File: config.mk
export PLATFORM = sky130hd
export DESIGN_NAME = szd_sqrt
export DESIGN_NICKNAME = d
export VERILOG_FILES = /design/src/szd_pkg.sv /design/src/szd_sqrt.sv
export SDC_FILE = /design/constraint.sdc
export NUM_CORES = 1
export LEC_CHECK = 0
export BUFFER_PORTS_ARGS = -buffer_cell sky130_fd_sc_hd__buf_4
export CORE_MARGIN = 2
export CORE_UTILIZATION = 47
export CTS_CLUSTER_SIZE = 30
export DETAILED_ROUTE_END_ITERATION = 16
export HOLD_SLACK_MARGIN = 0.12
export PLACE_DENSITY_LB_ADDON = 0.08
export SETUP_SLACK_MARGIN = 0.2
export SLEW_MARGIN = 20
export SYNTH_ARGS = -nofsm -noshare
export SYNTH_HDL_FRONTEND = slang
export SYNTH_SLANG_ARGS = --single-unit
File: constraint.sdc
create_clock -name clk_i -period 5.7 [get_ports clk_i]
set_clock_uncertainty 0.15 [all_clocks]
set_input_delay 0 -clock clk_i [delete_from_list [all_inputs] [get_ports clk_i]]
set_output_delay 0 -clock clk_i [all_outputs]
set_load 0.05 [all_outputs]
File: src/szd_pkg.sv
// shared types, widths and constants for the sliding window z-score detector
// no dependencies
package szd_pkg;

  localparam int VAL_W   = 32;
  localparam int TIME_W  = 48;
  localparam int WIN_W   = 32;
  localparam int THR_W   = 15;
  localparam int Z_W     = 16;
  localparam int MID_W   = 4;
  localparam int MID_N   = 16;
  localparam int N_W     = 13;
  localparam int SUM_W   = 44;
  localparam int SSQ_W   = 76;
  localparam int D_W     = 88;
  localparam int ROOT_W  = 44;
  localparam int DIV_W   = 44;
  localparam int HALF_W  = 22;
  localparam int PROD_W  = SUM_W + HALF_W;
  localparam int ENTRY_W = VAL_W + TIME_W;

  localparam int CFG_IDX_W = 2;
  localparam logic [CFG_IDX_W-1:0] CFG_WINDOW_MS   = 2'd0;
  localparam logic [CFG_IDX_W-1:0] CFG_Z_THRESHOLD = 2'd1;

  localparam logic [WIN_W-1:0] WINDOW_MS_RST   = 32'd300000;
  localparam logic [THR_W-1:0] Z_THRESHOLD_RST = 15'd768;

  localparam logic [Z_W-1:0] Z_MAX = 16'h7fff;
  localparam logic [Z_W-1:0] Z_MIN = 16'h8000;

endpackage

File: src/szd_sqrt.sv
// bitwise integer square root, one result bit per cycle
// depends on szd_pkg
module szd_sqrt import szd_pkg::*; (
  input  logic              clk_i,
  input  logic              rst_ni,
  input  logic              start_i,
  input  logic [D_W-1:0]    rad_i,
  output logic              busy_o,
  output logic [ROOT_W-1:0] root_o
);
  localparam int CNT_W = $clog2(ROOT_W + 1);
  localparam int REM_W = ROOT_W + 2;

  logic [CNT_W-1:0]  cnt_q;
  logic [D_W-1:0]    rad_q;
  logic [REM_W-1:0]  rem_q;
  logic [ROOT_W-1:0] root_q;
  logic [REM_W:0]    rem_sh, trial;
  logic              ge;

  assign rem_sh = {rem_q[REM_W-2:0], rad_q[D_W-1:D_W-2]};
  assign trial  = {1'b0, root_q, 2'b01};
  assign ge     = rem_sh >= trial;

  always_ff @(posedge clk_i or negedge rst_ni) begin
    if (!rst_ni) begin
      cnt_q <= '0;
    end else if (start_i) begin
      cnt_q <= CNT_W'(ROOT_W);
    end else if (cnt_q != '0) begin
      cnt_q <= cnt_q - 1'b1;
    end
  end

  always_ff @(posedge clk_i) begin
    if (start_i) begin
      rad_q  <= rad_i;
      rem_q  <= '0;
      root_q <= '0;
    end else if (cnt_q != '0) begin
      rad_q  <= {rad_q[D_W-3:0], 2'b00};
      rem_q  <= ge ? REM_W'(rem_sh - trial) : REM_W'(rem_sh);
      root_q <= {root_q[ROOT_W-2:0], ge};
    end
  end

  assign busy_o = cnt_q != '0;
  assign root_o = root_q;
endmodule

==> results of run 1 <==
## tightest hold or removal path: cells and delay by family
family,cells,cell delay [ps]
mux,1,120
buf+inv,2,610
## cells in the mapped netlist, types with 21 or more instances
cell type | instances | area [um^2]
edfxtp_1 | 88 | 2640
ha_1 | 47 | 588
nand3_1 | 22 | 110
nand2_1 | 175 | 657
mux2_2 | 88 | 991
nor2_1 | 70 | 263
clkbuf_1 | 42 | 158
a211oi_1 | 21 | 158
a21oi_1 | 120 | 601
dfxtp_1 | 89 | 1780
xnor2_1 | 22 | 193
o21ai_0 | 36 | 180
inv_1 | 64 | 240
## power groups by stage
stage / Clock [mW] / Combinational, mW / Sequential, mW
2_1_floorplan: 0 / 2.26 / 1.72
3_3_place_gp: 0 / 2.86 / 1.73
3_5_place_dp: 0 / 2.86 / 1.73
4_1_cts: 1.23 / 2.93 / 1.70
5_1_grt: 1.28 / 3.28 / 1.73
6_report: 1.21 / 2.94 / 1.70
## cell usage in the layout (no fill, tap or decap), types with 21 or more instances in the layout
| cell type | netlist | final |
|---|---|---|
| a21oi_1 | 120 | 120 |
| buf_4 | 2 | 141 |
| dlygate4sd3_1 | 0 | 91 |
| inv_1 | 64 | 64 |
| nand2_1 | 175 | 174 |
| ha_1 | 47 | 47 |
| edfxtp_1 | 88 | 88 |
| nand3_1 | 22 | 22 |
| o21ai_0 | 36 | 36 |
| nor2_1 | 70 | 70 |
| xnor2_1 | 22 | 22 |
| a211oi_1 | 21 | 21 |
| dfxtp_1 | 89 | 89 |
| mux2_2 | 88 | 88 |
## flip-flops by register name, summed over array words and instances, names as in the netlist
register	cells
root_o	44
cnt_q	6
rad_q	88
rem_q	45
## layout make-up
| class | count | area (um^2) | share of cell area (%) |
|---|---|---|---|
| Multi-Input combinational cell | 787 | 5150 | 39.9 |
| Sequential cell | 183 | 4570 | 35.5 |
| Timing Repair Buffer | 233 | 1980 | 15.4 |
| Clock buffer | 18 | 429 | 3.33 |
| Tap cell | 280 | 350 | 2.72 |
| Inverter | 65 | 245 | 1.90 |
| Clock inverter | 14 | 168 | 1.30 |
## metrics by stage
step | instance area [um^2] | setup slack, ps | std cells | power [mW]
after floorplan | 10200 | 1420 | 1105 | 3.98
after global placement | 11400 | 1900 | 1457 | 4.58
after detailed placement | 11400 | 1850 | 1457 | 4.59
after CTS | 12900 | 1820 | 1580 | 5.86
after global routing | 12900 | 1450 | 1580 | 6.28
final | 12900 | 1890 | 1580 | 5.85
## worst max path at each step
stage          slack (ps)   endpoint
6_report             1890  rem_q[42]
5_1_grt              1450  rem_q[42]
4_1_cts              1820  rem_q[42]
3_5_place_dp         1850  rem_q[42]
3_3_place_gp         1900  rem_q[42]
2_1_floorplan        1420   rad_q[0]
## cells by family after synthesis
kind of cell / share of synthesized area [%]
fa+ha+maj: 5.74
mux: 10.4
buf+inv: 5.27
compound gates: 16.6
flops: 44.6
simple gates: 14.7
xor+xnor: 2.73
## per-layer routing
| metal | vias up | part of all wire [%] | track usage [%] |
|---|---|---|---|
| met4 | 0 | 0.89 | 5.14 |
| met2 | 171 | 48 | 36.4 |
| met1 | 4063 | 47 | 29.8 |
| li1 | 4310 | - | - |
| met3 | 18 | 4.5 | 4.64 |
| met5 | - | 0 | 0 |
==> results_dict.tcl, run 1 <==
set metrics [dict create \
    outcome "finished clean" \
    vias_per_cell 5.42 \
    clock-sinks 183 \
    hold_ws_ps 252 \
    synth_ff_type "dfxtp_1" \
    routed_wirelength_mm 25.1 \
    pwr-share-comb_pct 50.3 \
    cpLargestDelayFamily "compound AO/OA/AOI/OAI gates" \
    period_share_pct 66.9 \
    nFillCells 1887 \
    cts_setup_buffers 0 \
    ctsResizeCount 0 \
    path_buf_inv 1 \
    synth-warning-count 0 \
    cap_violations 0 \
    clockRootBuffer "clkbuf_16" \
    coreArea_um2 21600 \
    crit_fanout 50 \
    postSynthCellCount 1105 \
    dieArea_um2 23000 \
    slew_headroom_pct 28.7 \
    max_freq_mhz 262 \
    clkPwrFrac_pct 20.6 \
    cp-startpoint "root_o[10]" \
    insertion_delay_ps 430 \
    fp.dieW_um 152 \
    cp-start-kind "flip-flop" \
    r2r-end "rem_q[42]" \
    cts_buffers 17 \
    reg2reg_depth 10 \
    final.setup.tns_ps 0 \
    first_pass_iters 6 \
    cts_tree "yes" \
    seq_area_frac_synth_pct 44.6 \
    vdd_drop_max_mv 0.247 \
    synth_edf_count 88 \
    synthDistinctLibCells 64 \
    grt.overflow.total 0 \
    rsz0062_at_grt "false" \
    leakage_nw 5.20 \
    antenna_found_initial 0 \
    io_buffers 135 \
    finish.utilization_pct 59.7 \
    die_h_um 152 \
    grt_use_total_pct 22.0 \
    worstSetupPathDepth 10 \
    grt_pass1_wl_mm 41.0 \
    initial_core_util_pct 47.4 \
    layout-drive-gt1-share_pct 21.4 \
    crit_chain "inv_1 > ha_1 > a211oi_1 > o21bai_1 > nor4_2 > o21ai_1 > a21oi_2 > o21a_2 > nor2_2 > a2111oi_1" \
    diodes 0 \
    grt_max_degree 93 \
    clk_pin_slew_ps 80 \
    boundaryPins 136 \
    synth_nets 1243 \
    reg2reg_slack_ps 1890 \
    gp_congestion 0.881 \
    htreeDepth 4 \
    intPower_mw 3.42 \
    holdCritPathClass "primary input to flip-flop" \
    cp.required_ps 5870 \
    drc 0 \
    period_minus_slack_ps 3810 \
    core.rowCount 54 \
    critPathSlowestCell "o21a_2" \
    final_antenna_net_count 0 \
    min_path_cells 3 \
    end_kind "flip-flop" \
    hold_viol 0 \
    drt_iter0_drc 552 \
    ys_ff_latch 183 \
    grt_pass1_vias 8261 \
    p_switching_mw 2.43 \
    hp-start "rad_i[65]" \
    dp_hpwl_mm 16.4 \
    pwr-share-seq_pct 29.1 \
    holdPathEnd "rad_q[65]" \
    vias 8562 \
    cp_data_arrival_time_ps 3980 \
    power_density_nw_per_um2 453 \
    nNetsFinal 1425 \
    tightest_slew_ps 1070 \
    clockBufferDepth 2 \
    drt-wirelength-per-cell_um 15.9 \
    syn_area_um2 10200 \
    finalSetupViolations 0 \
    switching_share_pct 41.5 \
    syn_area_per_cell_um2 9.27 \
    slew_violations 0 \
    worstSetupPathType "flip-flop to flip-flop" \
    syn_to_final_growth_pct 25.9 \
    max_stage_delay_ps 860 \
    reg2reg_from "root_o[10]" \
    async_flop_share_pct 3.28 \
    postCtsHoldBufs 91 \
]
Note: power is estimated with default switching activity, not from simulation.
==> run 2, diff against run 1 <==
==> constraint.sdc (replaced) <==
create_clock -name clk_i -period 3.2 [get_ports clk_i]
set_clock_uncertainty 0.15 [all_clocks]
set_input_delay 0 -clock clk_i [delete_from_list [all_inputs] [get_ports clk_i]]
set_output_delay 0 -clock clk_i [all_outputs]
set_load 0.05 [all_outputs]
==> results_dict.tcl, run 2 (synthesized netlist as in run 1, its figures left out) <==
set metrics [dict create \
    largest_reg_flops 88 \
    grt_max_degree 90 \
    htreeDepth 4 \
    core.rowCount 54 \
    first_pass_iters 4 \
    switching_share_pct 40.4 \
    worstSetupPathType "flip-flop to flip-flop" \
    critPathSlowestCell "or4_4" \
    coreArea_um2 21600 \
    clockBufferDepth 2 \
    cpLargestDelayFamily "simple AND/OR/NAND/NOR gates" \
    finalSetupViolations 0 \
    diodes 0 \
    finish.utilization_pct 68.0 \
    final_antenna_net_count 0 \
    outcome "finished clean" \
    grt_use_met2_pct 39.8 \
    p_total_mw 12.4 \
    intPower_mw 7.41 \
    clockRootBuffer "clkbuf_16" \
    post-place-ws_ps -2.52 \
    crit_fanout 8 \
    initial_core_util_pct 47.4 \
    nNetsFinal 1546 \
    die_h_um 152 \
    cp-start-kind "flip-flop" \
    rsz0062_at_grt "true" \
    gp_congestion 0.899 \
    slew_violations 0 \
    max_stage_delay_ps 540 \
    hold_viol 0 \
    fp.dieW_um 152 \
    vias 9217 \
    use_met1_pct 31.0 \
    final_common_cell "buf_4" \
    tightest_slew_ps 532 \
    clkPwrFrac_pct 17.1 \
    pwr-share-seq_pct 24.8 \
    layout_setup_ws_ps 224 \
    dieArea_um2 23000 \
    layout-drive-gt1-share_pct 34.8 \
    drt_iter0_drc 477 \
    cap_violations 0 \
    crit_chain "inv_2 > ha_4 > and2_4 > nand3_4 > or4_4 > o31ai_4 > a21oi_2 > o21a_4 > buf_12 > or3_1 > a311oi_1" \
    layout_common_cells "buf_4 (229), nand2_1 (173), dlygate4sd3_1 (115)" \
    routed_wirelength_mm 27.6 \
    syn_to_final_growth_pct 43.5 \
    final.setup.tns_ps 0 \
    nFillCells 1666 \
    grt_use_total_pct 23.5 \
    power_density_nw_per_um2 845 \
    period_minus_slack_ps 2980 \
    cts_buffers 17 \
    use_met3_pct 5.00 \
    cts_tree "yes" \
    top_usage_layer "met2" \
    drc 0 \
    pwr-share-comb_pct 58.1 \
    max_freq_mhz 336 \
    leakage_nw 5.91 \
    p_switching_mw 5.02 \
    regMostFlops "rad_q" \
    holdCritPathClass "primary input to flip-flop" \
    io_buffers 135 \
    cp_data_arrival_time_ps 3170 \
    slew_headroom_pct 64.5 \
    clock-sinks 183 \
    boundaryPins 136 \
    clk_pin_slew_ps 80 \
    drt-wirelength-per-cell_um 16.2 \
    insertion_delay_ps 450 \
    grt_pass1_wl_mm 43.4 \
    grt.overflow.total 0 \
    dp_hpwl_mm 17.3 \
    path_buf_inv 2 \
    grt_pass1_vias 8801 \
    period_share_pct 93.0 \
    vias_per_cell 5.42 \
    antenna_found_initial 0 \
    cp.required_ps 3390 \
    end_kind "flip-flop" \
    vdd_drop_max_mv 0.461 \
]
[run 2: cell count changes in the layout (fill, tap and decap cells not counted), sizes merged]
cell and delta:
buf +95, dlygate4sd3 +24, o21ai +1, clkbuf +1, clkinv +2, inv -2
[run 2: layer usage]
| layer | part of all wire [%] | routed length [um] |
|---|---|---|
| met5 | 0 | 0 |
| met1 | 45 | 12400 |
| met2 | 49 | 13600 |
| met4 | 1.1 | 310 |
| met3 | 4.8 | 1340 |
[run 2: power by group through the flow]
stage	Clock, mW	Sequential, mW	Combinational [mW]
floorplan	0	3.06	4.14
global placement	0	3.08	5.75
detailed placement	0	3.08	5.78
CTS	2.17	3.04	6.13
global route	2.25	3.12	7.88
finish	2.12	3.08	7.23
[run 2: metrics by stage]
step | instance area [um^2] | hold WS (ps) | instances
global route | 14700 | 246 | 1701
CTS | 13900 | 215 | 1669
global placement | 12100 | -338 | 1519
detailed placement | 12100 | -337 | 1519
floorplan | 10400 | -446 | 1105
finish | 14700 | 248 | 1701
[run 2: path summary, 6_finish.rpt]
kind                            start         end  slack, ps  cells past startpoint
min in group asynchronous      rst_ni    cnt_q[1]        370                      3
max                        root_o[32]   rem_q[20]        220                     11
min reg2reg                root_o[19]  root_o[19]        320                      2
max reg2reg                root_o[32]   rem_q[20]        220                     11
max in group asynchronous      rst_ni    cnt_q[0]       2310                      3
min                         rad_i[60]   rad_q[60]        250                      3
[run 2: cell type report]
type                    instances  area (um^2)  share of cell area (%)
well taps                     280          350                    2.38
clock inverters                14          170                    1.16
repair buffers                353         3030                    20.6
inverters                      65          245                    1.67
flip-flops and latches        183         4670                    31.8
multi-input cells             788         5810                    39.5
clock buffers                  18          429                    2.92
[run 2: repair_timing]
action,in CTS,in global routing
hold buffers,115,0
hold endpoints to repair,106,0
endpoints found under the setup margin,43,45
gates resized for setup,17,89
pin swaps,3,40
setup buffers,3,30
cloned,0,2
[run 2: worst min-delay path, cell delays in order]
cell and delay, ps:
dlygate4sd3_1 520, buf_4 100, mux2_2 130
==> run 3, diff against run 2 <==
==> constraint.sdc (replaced) <==
create_clock -name clk_i -period 3.2 [get_ports clk_i]
set_clock_uncertainty 0.15 [all_clocks]
set_input_delay 0 -clock clk_i [delete_from_list [all_inputs] [get_ports clk_i]]
set_output_delay 0 -clock clk_i [all_outputs]
set_load 0.01 [all_outputs]
==> results_dict.tcl, run 3 (synthesized netlist as in run 1, its figures left out) <==
set metrics [dict create \
    outcome "finished clean" \
    hold_ws_ps 257 \
    gp_congestion 0.879 \
    cp_data_arrival_time_ps 3160 \
    period_share_pct 93.3 \
    clk_pin_slew_ps 80 \
    nNetsFinal 1588 \
    period_minus_slack_ps 2990 \
    first_pass_iters 5 \
    grt_pass1_vias 9079 \
    finalNonFillerCells 1743 \
    insertion_delay_ps 440 \
    cpLargestDelayFamily "compound AO/OA/AOI/OAI gates" \
    finalSetupViolations 0 \
    clock-sinks 183 \
    die_h_um 152 \
    drt_iter0_drc 639 \
    leakage_nw 6.10 \
    grt.overflow.total 0 \
    layout-drive-gt1-share_pct 34.2 \
    io_buffers 135 \
    dieArea_um2 23000 \
    dp_hpwl_mm 17.3 \
    grt_pass1_wl_mm 45.8 \
    tightest_slew_ps 624 \
    cts_tree "yes" \
    max_freq_mhz 335 \
    worstSetupPathType "flip-flop to flip-flop" \
    end_kind "flip-flop" \
    path_buf_inv 3 \
    cts_buffers 17 \
    finish.utilization_pct 69.8 \
    clockRootBuffer "clkbuf_16" \
    diodes 0 \
    slew_headroom_pct 58.4 \
    core.rowCount 54 \
    holdCritPathClass "primary input to flip-flop" \
    drt-wirelength-per-cell_um 17.0 \
    placedCellCount 1522 \
    htreeDepth 4 \
    cp-start-kind "flip-flop" \
    boundaryPins 136 \
    cp.required_ps 3380 \
    syn_to_final_growth_pct 47.2 \
    coreArea_um2 21600 \
    initial_core_util_pct 47.4 \
    final_common_cell "buf_4" \
    slew_violations 0 \
    cap_violations 0 \
    antenna_found_initial 0 \
    drc 0 \
    crit_chain "inv_1 > ha_4 > nand4_1 > a211oi_2 > nor4_4 > o21ai_2 > a21oi_4 > buf_12 > o21ai_4 > buf_6 > mux2i_1 > o21ai_0 > o311a_1" \
    rsz0062_at_grt "true" \
    layout_common_cells "buf_4 (238), nand2_1 (172), dlygate4sd3_1 (144)" \
    routed_wirelength_mm 29.6 \
    critPathSlowestCell "dfxtp_1" \
    vdd_drop_max_mv 0.515 \
    hold_viol 0 \
    largest_reg_flops 88 \
    power_density_nw_per_um2 838 \
    vias_per_cell 5.46 \
    clockBufferDepth 2 \
    grt_max_degree 86 \
    vias 9518 \
    final_antenna_net_count 0 \
    grt_use_total_pct 25.1 \
    fp.dieW_um 152 \
    p_total_mw 12.7 \
    max_stage_delay_ps 340 \
    regMostFlops "rad_q" \
    crit_fanout 7 \
]
run 3: cell count changes in the layout (fill, tap and decap cells not counted), moves of 3 or more:
cell           previous run  this run
a21oi_2                   9        13
ha_1                     20        16
buf_4                   229       238
dfxtp_4                  21         1
inv_1                    57        61
ha_4                     25        28
inv_2                     7         3
dlygate4sd3_1           115       144
dfxtp_2                  16        24
dfxtp_1                  52        64
run 3: report_power, final:
| group | total, mW | internal [mW] | switching (mW) |
|---|---|---|---|
| sequential | 3.10 | 2.82 | 0.278 |
| combinational | 7.40 | 3.68 | 3.72 |
| clock | 2.16 | 1.06 | 1.09 |
run 3: metrics by stage:
stage	setup slack, ps	area [um^2]	TNS [ps]
2_1_floorplan	213	10300	0
3_3_place_gp	36.3	12000	0
3_5_place_dp	-33.9	12000	-276
4_1_cts	162	14200	0
5_1_grt	110	15100	0
6_report	215	15100	0
run 3: repair_timing:
action / 4_1_cts / 5_1_grt
buffers inserted: 4 / 40
resized for setup: 29 / 115
endpoints found under the hold margin: 105 / 0
endpoints found under the setup margin: 43 / 46
pin swaps: 9 / 43
hold buffers: 144 / 0
gates cloned: 1 / 0
run 3: path summary, 6_finish.rpt:
check / startpoint / endpoint / slack [ps] / cells after the start
min: rad_i[34] / rad_q[34] / 260 / 3
min in group asynchronous: rst_ni / cnt_q[2] / 410 / 3
min reg2reg: root_o[15] / root_o[16] / 320 / 2
max: root_o[8] / rem_q[37] / 210 / 13
max reg2reg: root_o[8] / rem_q[37] / 210 / 13
max in group asynchronous: rst_ni / cnt_q[3] / 2250 / 3
run 3: metal layers:
metal / share of wire [%] / up-vias / track usage, %
li1: - / 4650 / -
met1: 44 / 4541 / 32.6
met2: 49 / 282 / 43.2
met3: 5.0 / 45 / 4.43
met4: 1.6 / 0 / 6.39
met5: 0 / - / 0
run 3: final cells by class:
class	instances	area (um^2)
multi-input cells	788	5860
fillers	1628	6530
clock inverters	14	173
flip-flops and latches	183	4610
well taps	280	350
clock buffers	18	429
inverters	65	245
repair buffers	395	3420
run 3: worst min-delay path, delay by kind of cell:
family	cells	cell delay [ps]
muxes	1	130
buffers and inverters	2	620
