## src/szd_pkg.sv

```systemverilog
// shared types, widths and constants for the sliding window z-score detector
// no dependencies
package szd_pkg;

  localparam int VAL_W   = 32;
  localparam int TIME_W  = 48;
  localparam int WIN_W   = 32;
  localparam int THR_W   = 15;
  localparam int Z_W     = 16;
  localparam int MID_W   = 4;
  localparam int MID_N   = 16;
  localparam int N_W     = 13;
  localparam int SUM_W   = 44;
  localparam int SSQ_W   = 76;
  localparam int D_W     = 88;
  localparam int ROOT_W  = 44;
  localparam int DIV_W   = 44;
  localparam int HALF_W  = 22;
  localparam int PROD_W  = SUM_W + HALF_W;
  localparam int ENTRY_W = VAL_W + TIME_W;

  localparam int CFG_IDX_W = 2;
  localparam logic [CFG_IDX_W-1:0] CFG_WINDOW_MS   = 2'd0;
  localparam logic [CFG_IDX_W-1:0] CFG_Z_THRESHOLD = 2'd1;

  localparam logic [WIN_W-1:0] WINDOW_MS_RST   = 32'd300000;
  localparam logic [THR_W-1:0] Z_THRESHOLD_RST = 15'd768;

  localparam logic [Z_W-1:0] Z_MAX = 16'h7fff;
  localparam logic [Z_W-1:0] Z_MIN = 16'h8000;

endpackage

```

## src/szd_div.sv

```systemverilog
// restoring unsigned divider, one quotient bit per cycle
// depends on szd_pkg
module szd_div import szd_pkg::*; (
  input  logic             clk_i,
  input  logic             rst_ni,
  input  logic             start_i,
  input  logic [DIV_W-1:0] num_i,
  input  logic [DIV_W-1:0] den_i,
  output logic             busy_o,
  output logic [DIV_W-1:0] quo_o,
  output logic [DIV_W-1:0] rem_o
);
  localparam int CNT_W = $clog2(DIV_W + 1);

  logic [CNT_W-1:0] cnt_q;
  logic [DIV_W-1:0] num_q, den_q;
  logic [DIV_W:0]   rem_q, rem_sh;
  logic             ge;

  assign rem_sh = {rem_q[DIV_W-1:0], num_q[DIV_W-1]};
  assign ge     = rem_sh >= {1'b0, den_q};

  always_ff @(posedge clk_i or negedge rst_ni) begin
    if (!rst_ni) begin
      cnt_q <= '0;
    end else if (start_i) begin
      cnt_q <= CNT_W'(DIV_W);
    end else if (cnt_q != '0) begin
      cnt_q <= cnt_q - 1'b1;
    end
  end

  always_ff @(posedge clk_i) begin
    if (start_i) begin
      num_q <= num_i;
      den_q <= den_i;
      rem_q <= '0;
    end else if (cnt_q != '0) begin
      num_q <= {num_q[DIV_W-2:0], ge};
      rem_q <= ge ? rem_sh - {1'b0, den_q} : rem_sh;
    end
  end

  assign busy_o = cnt_q != '0;
  assign quo_o  = num_q;
  assign rem_o  = rem_q[DIV_W-1:0];
endmodule

```

## config.mk

```make
export PLATFORM = sky130hd
export DESIGN_NAME = szd_div
export DESIGN_NICKNAME = d
export VERILOG_FILES = /design/src/szd_pkg.sv /design/src/szd_div.sv
export SDC_FILE = /design/constraint.sdc
export NUM_CORES = 1
export LEC_CHECK = 0
export BUFFER_PORTS_ARGS = -buffer_cell sky130_fd_sc_hd__buf_4
export CAP_MARGIN = 20
export CORE_AREA = 2 2 176 109
export CTS_CLUSTER_DIAMETER = 200
export DETAILED_ROUTE_END_ITERATION = 8
export DIE_AREA = 0 0 178 111
export GPL_ROUTABILITY_DRIVEN = 0
export PLACE_DENSITY = 0.68
export SYNTH_ARGS = -nofsm -noshare
export SYNTH_HDL_FRONTEND = slang
export SYNTH_SLANG_ARGS = --single-unit
```

## constraint.sdc

```tcl
create_clock -name clk_i -period 5.5 [get_ports clk_i]
set_input_delay 1.1 -clock clk_i [delete_from_list [all_inputs] [get_ports clk_i]]
set_output_delay 1.1 -clock clk_i [all_outputs]
set_load 0.02 [all_outputs]
```

==> results of run 1 <==
synthesized netlist by cell type, drive strengths merged, types with 10 or more instances:
| library cell | number | area, µm² |
|---|---|---|
| mux2 | 44 | 495 |
| xor2 | 21 | 184 |
| a21oi | 69 | 349 |
| a21o | 20 | 150 |
| clkbuf | 22 | 82.6 |
| and3 | 14 | 87.6 |
| edfxtp | 88 | 2640 |
| o21ai | 39 | 195 |
| nor3 | 41 | 205 |
| buf | 15 | 88.8 |
| a211oi | 36 | 280 |
| nor2 | 90 | 343 |
| ha | 45 | 563 |
| xnor2 | 16 | 140 |
| inv | 59 | 221 |
| dfxtp | 44 | 881 |
| nand2 | 53 | 201 |
| nand4 | 10 | 62.6 |
final cells by class:
class	instances	area, µm²
Clock buffer	25	485
Clock inverter	7	95.1
Fill cell	1663	8220
Inverter	59	221
Multi-Input combinational cell	590	4010
Sequential cell	138	3670
Tap cell	246	308
Timing Repair Buffer	184	1380
layer usage:
metal  part of all wire  vias up  wire length [µm]
met1               0.50     3278             10700
met2               0.41      234              8630
met5                  0        -                 0
li1                   -     3336                 -
met4              0.011        0               231
met3              0.082       19              1740
critical path, delay by kind of cell, from the launching register on:
family / cells / cell delay (ns)
AND/OR/NAND/NOR: 2 / 0.23
adder cells (fa/ha/maj): 1 / 0.38
buffers and inverters: 1 / 0.65
AO/OA/AOI/OAI: 8 / 1.58
flip-flops: 1 / 0.35
registers in the layout, summed over array words and instances (netlist names):
name / count
den_q: 44
quo_o: 44
rem_q: 44
cnt_q: 6
metrics by stage:
stage	hold slack (ns)	cells
6_report	0.465	1249
5_1_grt	0.453	1249
4_1_cts	0.451	1249
3_5_place_dp	0.492	1217
3_3_place_gp	0.485	1217
2_1_floorplan	0.480	824
how the worst max path moves through the flow:
| stage | from | cells after the start | slack, ns | to |
|---|---|---|---|---|
| after global placement | quo_o[43] | 13 | 2.31 | rem_q[32] |
| final | rem_q[37] | 12 | 2.16 | rem_q[8] |
| after floorplan | quo_o[43] | 13 | 2.60 | rem_q[40] |
| after CTS | den_q[1] | 13 | 2.17 | rem_q[8] |
| after detailed placement | den_q[16] | 12 | 2.21 | rem_q[41] |
| after global routing | den_q[16] | 12 | 1.88 | rem_q[41] |
report_power, final:
part | internal [mW] | switching (mW) | total [mW]
Sequential | 1.18 | 0.0320 | 1.21
Clock | 0.704 | 0.446 | 1.15
Combinational | 0.175 | 0.203 | 0.378
Total | 2.06 | 0.681 | 2.74
logic make-up after synthesis:
kind of cell / count (synthesis)
simple gates: 244
mux: 45
fa+ha+maj: 46
flops: 138
compound gates: 218
xor+xnor: 37
buf+inv: 96
==> metrics list, run 1 <==
- The flow ran to the end, and the final reports show no timing, DRC or antenna violations.
- Netlist area before placement: 8070 µm²
- Largest net degree at the start of global routing: 80
* Post-synthesis share of cell area spent on and, or, nand and nor gates: 0.139
- Wire per inst: 17.0 µm
- Remaining Overflow, GRT: 0
* Number of gates given a new drive strength after cts: 0
- By startpoint and endpoint, the worst setup path is classified as reg -> reg.
- In the finished design, the share of the clock period the worst path needs comes to 0.607.
- Startpoint class of the critical path: flip-flop
- Hold WC Path Type: in -> async
* Vertical extent of the die: 111 µm
* Final setup fails: 0
* Final non-filler cell area: 10200 µm²
* Commonest cells after routing, fill and taps aside: buf_4, edfxtp_1, nor2_1
- Yosys mapped a number of flops with a built-in enable equal to 88.
- Number of library cell types mapped by synthesis: 69
- Setup slack of the critical path after layout: 2.16 ns
- After synthesis, the largest family of logic cells by area is compound AO/OA/AOI/OAI gates.
- In this run the remaining antenna-violating nets after routing total 0.
* Worst r2r src: rem_q[37]
- STA classifies the critical path endpoint as a flip-flop.
* Xor/xnor cell area share of the yosys netlist: 0.0402
* Synthesized area per cell: 9.79 µm²
- Reg-to-reg endpoint: rem_q[8]
- After routing, the total negative slack on setup checks comes to 0 ns.
* Post-route DRC: 0
- Routed vias/inst: 5.50
- The analysis attributes to cell leakage a power of 4.56 nW.
- Of the total synthesized cell area, the portion taken by full adders, half adders and majority gates is 0.0723.
- Warning count from the yosys run: 0
- Number of levels the H-tree was split into: 4
- Wire length of the first global-routing pass: 34600 µm
- TritonCTS built the clock tree.
- The number of hold buffers added after CTS was 0.
* Net count after synthesis: 961
- Headroom to the max-slew limit came out at 0.357.
* Count of maximum capacitance violations: 0
- Final hold viol count: 0
* Portion of the post-synthesis area used by sequential elements: 0.455
* Leading cell type in the layout, fill and taps excluded: buf_4
- No sink is reached through more buffers than the 2 on the longest clock path.
* Flop-to-flop setup slack: 2.16 ns
- Via Count: 6867
- The critical path goes through ha_1, a21o_1, a21o_1, a21oi_1, o21ai_0, o32ai_1, o21ai_1, a31oi_4, buf_4, nor2_1, a211oi_1, nor3_1.
- The via count of the first global-routing pass is 6451.
- The clock net in this run drives a total of 138 sinks.
* 1st-pass router iterations: 5
* Worst Reg-to-Reg Cells: 12
* RSZ-0062 raised after global routing: no
* Multiplexer share of the synthesized area: 0.0627
- Final WL: 21300 µm
* Cell seen most often among critical-path stages: a21o_1
- The number of antenna violations at the first check in global routing came to 0.
* Routing usage on met3: 0.0645
* Worst-skew pair later-pin latency: 0.43 ns
- Effective utilization at floorplan: 0.438
- For this run, global-route usage on met2 was measured as 0.298.
- Number of clock buffers inserted by TritonCTS: 17
- On the worst path, the slowest cell contributes a delay of 0.65 ns.
* Overall Power: 2.74 mW
* Diodes inserted: 0
- The floorplan has 39 rows.
- Grt met1 use: 0.345
- For this design, the slowest cell found on the critical path is buf_4.
- DP Worst Slack: 2.21 ns
- Area inside the core boundary: 18400 µm²
- Fraction of the mapped netlist area in compound gates: 0.182
- At the pin with the least slew margin, the transition time is 0.964 ns.
- Maximum clock frequency: 299 MHz
* Gr usage total: 0.223
* Die extent in x: 178 µm
* Placed wire-length estimate: 15200 µm
- Synth async-reset ratio: 0.0435
- For this run, the share of the core covered by cells in the final layout is 0.553.
* Post-CTS setup buffers: 0
- In this run the worst path has a maximum fanout of 79.
- Post-CTS clock slew at the launch and capture registers of the worst setup and hold paths: 0.06 ns
- Routing layer with the top usage in global route: met1
* Final slew viol count: 0
* Layout area overhead: 26.1%
- At the worst endpoint, the required time is 5.79 ns.
* Share of layout cells above drive strength 1: 0.272
- In the final design database the tool counted 1127 nets.
* Arrival time at the worst endpoint: 3.63 ns
- The die covers 19800 µm².
* PD cells: 269 nW/µm²
- Number of buffers added on ports: 179
- Subtracting the final worst setup slack from the clock period gives 3.34 ns.
- Top Ports: 180
- Placed inst area: 9590 µm²
- Worst clock skew: 0.00958 ns
- Ys flop type: edfxtp_1
- Peak ir drop on the vdd network: 0.213 mV
* Number of DRC markers after the initial detailed-route iteration: 502
- Synthesis inferred 138 register bits.
* Number of cells produced by synthesis: 824
- Buffer type at the clock tree root: clkbuf_16
Note: power is estimated with default switching activity, not from simulation.
==> run 2: changes to the inputs <==
==> constraint.sdc (replaced) <==
create_clock -name clk_i -period 3.08 [get_ports clk_i]
set_input_delay 0.616 -clock clk_i [delete_from_list [all_inputs] [get_ports clk_i]]
set_output_delay 0.616 -clock clk_i [all_outputs]
set_load 0.02 [all_outputs]
==> metrics list, run 2 (synthesis results as in run 1) <==
- The flow ran to the end, and the final reports show no timing, DRC or antenna violations.
* Final hold viol count: 0 (unchanged)
* Clk buf depth: 2 (unchanged)
- Final slew viol count: 0 (unchanged)
- PD cells: 466 nW/µm² (+73%)
* Die area: 19800 µm² (unchanged)
- The achievable clock frequency was 335 MHz (+12%).
- Routed vias/inst: 5.54 (+0.84%)
- Along the worst hold path, the cell count comes to 1.
- STA classifies the critical path startpoint as a flip-flop.
- The worst register-to-register path begins at rem_q[5].
- The highest ir drop seen on vdd came to 0.382 mV (+79%).
- Reg-to-reg endpoint: rem_q[9]
* Count of maximum capacitance violations: 0 (unchanged)
- The final layout net count came to 1168 (+3.6%).
* Final non-filler cell area: 10900 µm² (+7.0%)
- Via Count: 7152 (+4.2%)
- Effective utilization at floorplan: 0.438 (unchanged)
* Final WL: 22900 µm (+7.6%)
- LEAKAGE: 4.84 nW (+6.3%)
- Number of DRC markers after the initial detailed-route iteration: 519 (+3.4%)
* Leading cell type in the layout, fill and taps excluded: buf_4
- Remaining Overflow, GRT: 0 (unchanged)
* 1st-pass router iterations: 5 (unchanged)
- The data required time at the worst endpoint is 3.39 ns (-2.40 ns).
- The min-delay analysis places its worst path in the category in -> reg.
* Post-CTS clock slew at the launch and capture registers of the worst setup and hold paths: 0.06 ns (about the same)
- Flop-to-flop setup slack: 0.09 ns (-2.07 ns)
- Number of antenna violations at the first check in global routing: 0 (unchanged)
* Number of levels the H-tree was split into: 4 (unchanged)
- In this run the most critical hold path is launched from den_i[26].
- The boundary pin count was 180 (unchanged).
- Placed inst area: 9820 µm² (+2.3%)
- The global-route wire length before repair is 34800 µm (+0.52%).
* Gr usage total: 0.225 (+0.00177)
* Count of standard-cell rows: 39 (unchanged)
- The number of clock buffers inserted by TritonCTS is 17 (unchanged).
* Die extent in x: 178 µm (unchanged)
- The worst hold path terminates at den_q[26].
- Area inside the core boundary: 18400 µm² (unchanged)
* Largest net degree at the start of global routing: 72 (-10%)
* Diodes inserted: 0 (unchanged)
- The post-layout utilization of the core came to 0.592 (+0.0386).
* Period utilization: 0.970 (+0.363)
- The count of unresolved DRC violations after routing was 0 (unchanged).
* Vertical extent of the die: 111 µm (unchanged)
- Crit Path Class: reg -> reg
- The mean routed wirelength per cell was 17.8 µm (+4.2%).
- Pin slew with the least headroom to its limit: 0.948 ns (-0.0151 ns)
* Vias in the first global route: 6537 (+1.3%)
- Placed wire-length estimate: 15800 µm (+3.8%)
- Number of sinks handled by clock tree synthesis: 138 (unchanged)
* Worst clock skew: 0.0116 ns (+0.00205 ns)
- Maximum fanout count along the critical path: 6 (-92%)
- TritonCTS clock tree: built
* Arrival time at the worst endpoint: 3.30 ns (-0.33 ns)
* Share of layout cells above drive strength 1: 0.347 (+0.0746)
- Slew headroom: 0.367 (+0.0101)
- Number of buffers added on ports: 179 (unchanged)
- STA classifies the critical path endpoint as a flip-flop.
* Buffer type at the clock tree root: clkbuf_16
- Layout area overhead: 34.9%
- Worst-skew pair later-pin latency: 0.44 ns (about the same)
* Worst Reg-to-Reg Cells: 14 (+2)
* Shortest clock period the worst path allows after layout: 2.99 ns (-0.351 ns)
- The number of endpoints failing setup at the final stage is 0 (unchanged).
- Remaining number of nets flagged by the antenna check after routing: 0 (unchanged)
- Setup repair after global routing could not meet its margin everywhere.
* Commonest cells after routing, fill and taps aside: buf_4, edfxtp_1, nor2_1
## run 2: how the worst max path moves through the flow
stage                     startpoint  cells past startpoint   endpoint  slack (ns)
after global placement     rem_q[10]                     11  rem_q[41]        0.14
after floorplan            quo_o[43]                     13  rem_q[40]        0.18
final                       rem_q[5]                     14   rem_q[9]        0.09
after detailed placement   quo_o[43]                     13  rem_q[40]        0.08
after global routing        den_q[6]                     15   rem_q[4]       -0.06
after CTS                  quo_o[43]                     13  rem_q[40]        0.02
## run 2: what timing repair did
item	CTS	global route
endpoints found under the setup margin	0	29
hold buffers	1	0
resized for setup	0	62
setup buffers	0	10
hold endpoints to repair	6	0
## run 2: final cells by class
type | count | area [µm²]
Fill cell | 1564 | 7510
Multi-Input combinational cell | 590 | 4230
Sequential cell | 138 | 3680
Timing Repair Buffer | 225 | 1830
Clock buffer | 17 | 425
Tap cell | 246 | 308
Inverter | 59 | 224
Clock inverter | 15 | 186
## run 2: worst max-delay path: stages (launching register included)
cell,delay (ns)
dfxtp_1,0.39
ha_2,0.33
a21oi_1,0.29
a211oi_2,0.15
o31ai_4,0.07
nand2_2,0.11
a2111oi_4,0.40
nor2_4,0.10
a31oi_4,0.27
buf_6,0.18
buf_12,0.13
buf_4,0.11
nor2_1,0.05
a211oi_2,0.20
nor3_1,0.08
## run 2: metrics by stage
| step | hold WS, ns | cells | worst slack, ns | total power, mW | setup TNS [ns] |
|---|---|---|---|---|---|
| CTS | 0.327 | 1275 | 0.0214 | 5.07 | 0 |
| global route | 0.331 | 1290 | -0.0641 | 5.26 | -1.25 |
| detailed placement | 0.428 | 1242 | 0.0821 | 2.89 | 0 |
| floorplan | 0.320 | 824 | 0.175 | 2.58 | 0 |
| finish | 0.345 | 1290 | 0.0917 | 5.07 | 0 |
| global placement | 0.427 | 1242 | 0.140 | 2.88 | 0 |
## run 2: where the power goes
group	total [mW]	switching (mW)	leakage (nW)	internal (mW)
sequential	2.16	0.0590	1.32	2.10
clock	2.17	0.883	0.293	1.29
combinational	0.737	0.385	3.23	0.352
## run 2: metal layers
layer / up-vias / wire length (µm) / part of all wire / global-route usage
li1: 3430 / - / - / -
met2: 284 / 9190 / 0.40 / 0.297
met3: 16 / 2100 / 0.092 / 0.0689
met4: 0 / 199 / 0.0087 / 0.0486
met1: 3422 / 11400 / 0.50 / 0.354
met5: - / 0 / 0 / 0
==> run 3: changes to the inputs <==
--- a/config.mk
+++ b/config.mk
@@ -8,11 +8,11 @@
 export BUFFER_PORTS_ARGS = -buffer_cell sky130_fd_sc_hd__buf_4
 export CAP_MARGIN = 20
 export CORE_AREA = 2 2 176 109
-export CTS_CLUSTER_DIAMETER = 200
 export DETAILED_ROUTE_END_ITERATION = 8
 export DIE_AREA = 0 0 178 111
 export GPL_ROUTABILITY_DRIVEN = 0
 export PLACE_DENSITY = 0.68
+export SETUP_SLACK_MARGIN = 0.3
 export SYNTH_ARGS = -nofsm -noshare
 export SYNTH_HDL_FRONTEND = slang
 export SYNTH_SLANG_ARGS = --single-unit
==> metrics list, run 3 (synthesis results as in run 1) <==
* Result of the run: completed
- Number of clock buffers inserted by TritonCTS: 17 (unchanged)
- The cell leakage power is 5.21 nW (+7.6%).
- Pin slew with the least headroom to its limit: 0.701 ns (-0.247 ns)
- The proportion of layout cells with a drive suffix above 1 is 0.448 (+0.102).
- Commonest cells after routing, fill and taps aside: buf_4, edfxtp_1, nor2_1
- The signal arrival time at the worst endpoint is 3.31 ns (about the same).
* Worst EP required: 3.43 ns (+0.04 ns)
- The achievable clock frequency is 338 MHz (+0.97%).
- Number of sinks handled by clock tree synthesis: 138 (unchanged)
- Number of antenna violations at the first check in global routing: 0 (unchanged)
- The worst setup path is captured at a flip-flop.
- The final cycle utilization of the critical path is 0.961 (-0.00928).
- The detailed-routing iteration count for the pre-antenna-repair pass is 6 (+1).
* Largest net degree at the start of global routing: 55 (-24%)
* RSZ-0062 raised after global routing: yes
- Placed wire-length estimate: 16200 µm (+2.8%)
* Die area: 19800 µm² (unchanged)
- The number of placement rows was 39 (unchanged).
* Clk buf depth: 2 (unchanged)
- The mean routed wirelength per cell was 19.3 µm (+8.5%).
- The power per cell area came to 437 nW/µm² (-6.1%).
- The average via count per standard cell came to 5.64 (+1.8%).
- The total number of vias came to 7494 (+4.8%).
- Crit Path Class: reg -> reg
- Final slew viol count: 0 (unchanged)
- Shortest clock period the worst path allows after layout: 2.96 ns (-0.0286 ns)
- TritonCTS clock tree: built
- Post-route DRC: 0 (unchanged)
- In this run the clock root is driven by a clkbuf_16.
- Hold WC Path Type: in -> reg
* Vertical extent of the die: 111 µm (unchanged)
* Post-CTS clock slew at the launch and capture registers of the worst setup and hold paths: 0.07 ns (about the same)
- Leaving out fill and tap cells, the most frequent cell in the layout is buf_4.
- Die extent in x: 178 µm (unchanged)
* Overall Power: 5.21 mW (+2.9%)
- The worst-case headroom to the max-slew limit came to 0.531 (+0.164).
- The boundary pin count was 180 (unchanged).
- Final WL: 25600 µm (+12%)
- Number of DRC markers after the initial detailed-route iteration: 696 (+34%)
- Worst clock skew: 0.0161 ns (+0.00452 ns)
- The number of routed nets with antenna violations is 0 (unchanged).
- The global route total overflow came to 0 (unchanged).
- The final layout net count was 1206 (+3.3%).
- The depth of the CTS H-tree came to 4 (unchanged).
- Sum of negative setup slack: 0 ns (unchanged)
- Gr usage total: 0.246 (+0.0208)
- Diodes inserted: 0 (unchanged)
* Wire length of the first global-routing pass: 37500 µm (+7.9%)
* Area inside the core boundary: 18400 µm² (unchanged)
- The area growth from synthesis to layout is 47.7%.
- The number of buffers added on ports came to 179 (unchanged).
- Final hold viol count: 0 (unchanged)
- Startpoint class of the critical path: flip-flop
* Effective utilization at floorplan: 0.438 (unchanged)
- Worst-skew pair later-pin latency: 0.44 ns (about the same)
* Maximum fanout count along the critical path: 6 (unchanged)
- Count of maximum capacitance violations: 0 (unchanged)
* Final setup fails: 0 (unchanged)
- Peak ir drop on the vdd network: 0.380 mV (-0.53%)
- The post-layout utilization of the core is 0.648 (+0.0563).
- The via count of the first global-routing pass was 6873 (+5.1%).
run 3: changes by cell type in the layout (fill, tap and decap cells not counted), moves of 13 or more:
cell      before  now
buf_4        211  240
a21oi_1       65   46
ha_4           5   18
a21oi_2        4   22
a211oi_1      27   10
run 3: path summary, 6_finish.rpt:
check	start	to	slack (ns)	cells past startpoint
min in group asynchronous	rst_ni	cnt_q[2]	0.53	2
max in group asynchronous	rst_ni	cnt_q[1]	2.43	2
worst min register to register	rem_q[1]	rem_q[1]	0.52	2
worst max-delay path	den_q[24]	rem_q[41]	0.12	14
worst max register to register	den_q[24]	rem_q[41]	0.12	14
worst min-delay path	den_i[7]	den_q[7]	0.35	1
run 3: final cells by class:
type	instances	area, µm²
flip-flops and latches	138	3680
well taps	246	308
clock inverters	12	173
multi-input cells	590	4790
clock buffers	20	437
fillers	1425	6480
repair buffers	263	2300
inverters	59	229
run 3: metal layers:
| metal | global-route usage | vias up | routed length (µm) |
|---|---|---|---|
| met5 | 0 | - | 0 |
| met4 | 0.0650 | 0 | 371 |
| met3 | 0.0727 | 44 | 2750 |
| met2 | 0.328 | 364 | 10800 |
| met1 | 0.380 | 3591 | 11700 |
| li1 | - | 3495 | - |
run 3: per-stage QoR:
| stage | instances | setup slack (ns) | area, µm² | hold WS (ns) |
|---|---|---|---|---|
| floorplan | 824 | 0.301 | 8070 | 0.320 |
| global placement | 1243 | 0.0623 | 9820 | 0.427 |
| detailed placement | 1243 | 0.0505 | 9820 | 0.427 |
| CTS | 1307 | 0.244 | 11200 | 0.338 |
| global route | 1328 | -0.00362 | 11900 | 0.335 |
| finish | 1328 | 0.120 | 11900 | 0.348 |
run 3: what timing repair did:
item / CTS / global route
setup endpoints to repair: 45 / 45
setup buffers: 25 / 15
gates resized for setup: 71 / 120
pin swaps: 39 / 75
hold buffers: 1 / 0
endpoints found under the hold margin: 6 / 0
gates cloned: 6 / 6
run 3: power breakdown:
group / switching (mW) / internal, mW
Sequential: 0.0608 / 2.10
Combinational: 0.441 / 0.422
Clock: 0.835 / 1.35
Total: 1.34 / 3.87
run 3: critical path, cell delays in order, from the launching register on:
cell and delay [ns]:
edfxtp_1 0.32, inv_1 0.04, ha_1 0.30, buf_4 0.17, nand2_1 0.10, o21a_1 0.21
a211oi_1 0.25, nor2_1 0.12, nor2_2 0.22, a31oi_4 0.14, buf_6 0.15, buf_12 0.13
buf_16 0.14, or3b_1 0.37, a311oi_2 0.23
